<file path="config.mk">
export PLATFORM = sky130hd
export DESIGN_NAME = atc_ctrl
export DESIGN_NICKNAME = d
export VERILOG_FILES = /design/src/rtl/atc_pkg.sv /design/src/rtl/atc_ctrl.sv
export SDC_FILE = /design/constraint.sdc
export NUM_CORES = 1
export LEC_CHECK = 0
export BUFFER_PORTS_ARGS = -buffer_cell sky130_fd_sc_hd__buf_2
export CELL_PAD_IN_SITES_DETAIL_PLACEMENT = 1
export CELL_PAD_IN_SITES_GLOBAL_PLACEMENT = 1
export CORE_AREA = 5 5 42 44
export DETAILED_ROUTE_END_ITERATION = 6
export DIE_AREA = 0 0 47 49
export PLACE_DENSITY = 0.45
export SKIP_CTS_REPAIR_TIMING = 1
export SYNTH_ARGS = -nofsm -noshare
export SYNTH_HDL_FRONTEND = slang
export SYNTH_SLANG_ARGS = --single-unit
</file>
<file path="constraint.sdc">
create_clock -name clk_i -period 0.8 [get_ports clk_i]
set_input_delay 0.16 -clock clk_i [delete_from_list [all_inputs] [get_ports clk_i]]
set_output_delay 0.16 -clock clk_i [all_outputs]
set_load 0.01 [all_outputs]
</file>
<file path="src/rtl/atc_pkg.sv">
// ----------------------------------------------------------------------------
// Atlas tile cache package
// Shared types and sizing constants for the atlas tile cache.
// ----------------------------------------------------------------------------
package atc_pkg;

  localparam int unsigned TILES_PER_SIDE  = 8;
  localparam int unsigned ATLAS_COUNT     = 4;
  localparam int unsigned TILE_TEXELS     = 128;
  localparam int unsigned TILES_PER_ATLAS = TILES_PER_SIDE * TILES_PER_SIDE;
  localparam int unsigned TOTAL_SLOTS     = TILES_PER_ATLAS * ATLAS_COUNT;
  localparam int unsigned TILE_PITCH      = TILE_TEXELS + 2;

  localparam int unsigned SLOT_W  = (TOTAL_SLOTS > 1) ? $clog2(TOTAL_SLOTS) : 1;
  localparam int unsigned COUNT_W = $clog2(TOTAL_SLOTS + 1);
  localparam int unsigned SIDE_W  = (TILES_PER_SIDE > 1) ? $clog2(TILES_PER_SIDE) : 1;
  localparam int unsigned ATL_W   = (TILES_PER_ATLAS > 1) ? $clog2(TILES_PER_ATLAS) : 1;

  localparam logic ACTION_LOOKUP = 1'b0;
  localparam logic ACTION_CLEAR  = 1'b1;

  typedef struct packed {
    logic        action;
    logic [31:0] key;
  } req_t;

  typedef struct packed {
    logic       hit;
    logic       evicted;
    logic [7:0] slot;
    logic [1:0] atlas_number;
    logic [9:0] origin_x;
    logic [9:0] origin_y;
  } rsp_t;

  typedef struct packed {
    logic load;
    logic clear;
    logic scan;
    logic write;
  } cmd_t;

  typedef struct packed {
    logic scan_done;
  } status_t;

endpackage

</file>
<file path="src/rtl/atc_ctrl.sv">
// ----------------------------------------------------------------------------
// Atlas tile cache controller
// Sequences each lookup: capture, search over the filled slots, write-back.
// ----------------------------------------------------------------------------
module atc_ctrl (
  input  logic             clk_i,
  input  logic             rst_ni,
  input  logic             start,
  input  logic             action_i,
  input  atc_pkg::status_t status_i,
  output atc_pkg::cmd_t    cmd_o,
  output logic             busy
);
  import atc_pkg::*;

  localparam logic [1:0] ST_IDLE  = 2'd0;
  localparam logic [1:0] ST_SCAN  = 2'd1;
  localparam logic [1:0] ST_WRITE = 2'd2;

  logic [1:0] state_q, state_d;

  always_comb begin
    state_d = state_q;
    cmd_o   = '0;
    case (state_q)
      ST_IDLE: begin
        if (start) begin
          if (action_i == ACTION_CLEAR) begin
            cmd_o.clear = 1'b1;
          end else begin
            cmd_o.load = 1'b1;
            state_d    = ST_SCAN;
          end
        end
      end
      ST_SCAN: begin
        cmd_o.scan = 1'b1;
        if (status_i.scan_done) begin
          state_d = ST_WRITE;
        end
      end
      ST_WRITE: begin
        cmd_o.write = 1'b1;
        state_d     = ST_IDLE;
      end
      default: begin
        state_d = ST_IDLE;
      end
    endcase
  end

  always_ff @(posedge clk_i or negedge rst_ni) begin
    if (!rst_ni) begin
      state_q <= ST_IDLE;
    end else begin
      state_q <= state_d;
    end
  end

  assign busy = (state_q != ST_IDLE);

endmodule

</file>
==> impl_metrics.py <==
metrics = {
    "yosys": {
        "syn_area_sq_um": 135,
        "synth-edff-count": 0,
        "synth.distinct_cells": 10,
        "synth_area_leaders": "dfrtp_1 (37%), nor4b_4 (18%), and4bb_2 (9.3%)",
        "yosys.area.top_type": "dfrtp_1",
        "syn-mean-instance-area_sq_um": 12.3,
        "syn_nets": 16,
        "yosys.cell_count.top_type": "dfrtp_1",
        "synthCells": 11,
        "synth-async-reset-ratio": 1.00,
        "synth.top_cell.area_share": 0.370,
        "yosysSeqAreaShare": 0.370,
        "ys_ff_latch": 2,
        "yosysWarnings": 0,
        "synthFlopType": "dfrtp_1",
    },
    "power_and_ir_drop": {
        "p_int_uw": 385,
        "power_switching_share": 0.257,
        "pwr-share-seq": 0.260,
        "power_frac_clock": 0.432,
        "power_uw": 518,
        "p_comb_frac": 0.307,
        "p_per_area_nw_per_um2": 1950,
        "p_sw_uw": 133,
        "peakVddDrop_uv": 660,
        "p_leak_uw": 0.000137,
    },
    "drt": {
        "wl_met2_um": 161,
        "drt-total-wl_um": 391,
        "post_drt_via_cell_ratio": 3.28,
        "final_antenna_net_count": 0,
        "drc_errors": 0,
        "vias": 131,
        "wl_met1_um": 168,
        "wl_per_cell_um": 9.78,
        "drt_first_pass_iters": 2,
        "dr_wl_met3_um": 61,
        "top_layer_used": "met3",
        "drtIter0Drc": 4,
    },
    "status": {
        "violations": "negative setup slack",
        "status": "complete, but fails checks",
    },
    "grt": {
        "grtUsageTotal": 0.0451,
        "grt_pass1_wl_um": 669,
        "grt_max_degree": 6,
        "grt_pass1_vias": 165,
        "grt-ovfl-total": 0,
        "antenna_found_initial": 0,
    },
    "clock_tree": {
        "cts_tree": "built",
        "cts-htree-levels": 1,
        "numClockSinks": 2,
        "clk_path_buf_depth": 2,
        "cts-root-buf": "clkbuf_4",
        "clkLatencyLatePin_ns": 0.22,
        "clk_pin_slew_ns": 0.03,
        "cts_made_buffers": 3,
    },
    "timing": {
        "max_freq_mhz": 780,
        "fin_crit_sh": 1.60,
        "timing.hold.ws_ns": 0.163,
        "worst_pin_slew_ns": 0.233,
        "period_needed_ns": 1.28,
        "drv_slew": 0,
        "final.setup_skew_ns": 0.00136,
        "rsz0062_at_grt": "true",
        "hold_viol_final": 0,
        "layout_setup_ws_ns": -0.483,
        "slew_headroom": 0.844,
        "fin_setup_tns_ns": -2.28,
        "setup_viol": 7,
    },
    "die": {
        "start_util": 0.0964,
        "num_rows": 14,
        "core_sq_um": 1400,
        "die_y_um": 49,
        "dieArea_sq_um": 2300,
        "die_w_um": 47,
        "num_io_pins": 10,
    },
    "critical_path": {
        "cp_slowest_cell": "dfrtp_2",
        "end_kind": "output pin",
        "cp_max_fo": 5,
        "critPathKind": "reg2out",
        "cp.required_ns": 0.64,
        "rr_worst_depth": 3,
        "reg2reg_slack_ns": -0.10,
        "slowest_delay_ns": 0.43,
        "crit_arrival_ns": 1.12,
        "worstPathCellList": "nor4b_4, buf_2",
        "r2r_end": "state_q[1]",
        "r2r_start": "state_q[1]",
        "start_kind": "flip-flop",
    },
    "min_path": {
        "min_to": "state_q[1]",
        "min_path_type": "in2reg",
        "whs_path_depth": 2,
        "hp-start": "status_i",
    },
    "placed_design": {
        "dp_hpwl_um": 310,
        "port_buffers": 9,
        "gp_congestion": 0.649,
    },
    "layout": {
        "drive_above_1_share": 0.833,
        "largest-register": "state_q",
        "diodes": 0,
        "syn2layout_area_growth_pct": 96.3,
        "final_nets": 31,
        "largest_reg_flops": 2,
        "reg_top3": "state_q (2)",
    },
    "job": {
        "maxCapViolCount": 0,
    },
}
-- worst max path at each step --
stage / start / endpoint / slack (ns)
global placement: state_q[1] / cmd_o[3] / -0.25
finish: state_q[1] / cmd_o[3] / -0.48
global route: state_q[1] / cmd_o[3] / -0.55
floorplan: state_q[1] / state_q[0] / -0.12
CTS: state_q[1] / cmd_o[3] / -0.52
detailed placement: state_q[1] / cmd_o[3] / -0.27
-- final cells by class --
cell class,instances,area (sq um)
Fill cell,171,1140
Timing Repair Buffer,11,87.6
Multi-Input combinational cell,7,78.8
Sequential cell,2,52.6
Clock buffer,3,22.5
Tap cell,16,20.0
Inverter,1,3.75
-- layer usage --
metal,track usage,vias up
met5,0,-
met4,0.0553,0
met3,0.0369,0
met2,0.0543,10
met1,0.0396,58
li1,-,63
-- metrics by stage --
stage	cell area, sq um	std cells	utilization	setup WS, ns
after floorplan	135	11	-	-0.119
after global placement	200	36	0.143	-0.252
after detailed placement	200	36	0.143	-0.265
after CTS	223	39	0.159	-0.515
after global routing	265	40	0.189	-0.548
final	265	40	0.189	-0.483
-- power groups by stage --
stage | sequential [uW] | combinational (uW) | clock, uW
after floorplan | 129 | 74.5 | 0
after global placement | 131 | 113 | 0
after detailed placement | 133 | 117 | 0
after CTS | 132 | 118 | 242
after global routing | 138 | 171 | 259
final | 135 | 159 | 224
-- cell usage in the layout (no fill, tap or decap) --
cell,instances
a21o_1,1
and2_1,1
and2b_2,1
and4bb_2,1
buf_2,5
buf_4,1
buf_6,4
clkbuf_4,3
dfrtp_2,2
dlygate4sd3_1,1
inv_1,1
nor2b_4,1
nor4b_4,1
or2_2,1
-- worst max-delay path, delay by kind of cell, from the launching register on --
kind,cells,cell delay (ns)
and+or+nand+nor,1,0.29
buffers and inverters,1,0.18
DFF,1,0.43
-- cells by family after synthesis --
family	after synthesis	synth area share
AO/OA/AOI/OAI	1	0.0556
buffers and inverters	2	0.0833
flip-flops	2	0.370
AND/OR/NAND/NOR	6	0.491
Note: power is estimated with default switching activity, not from simulation.
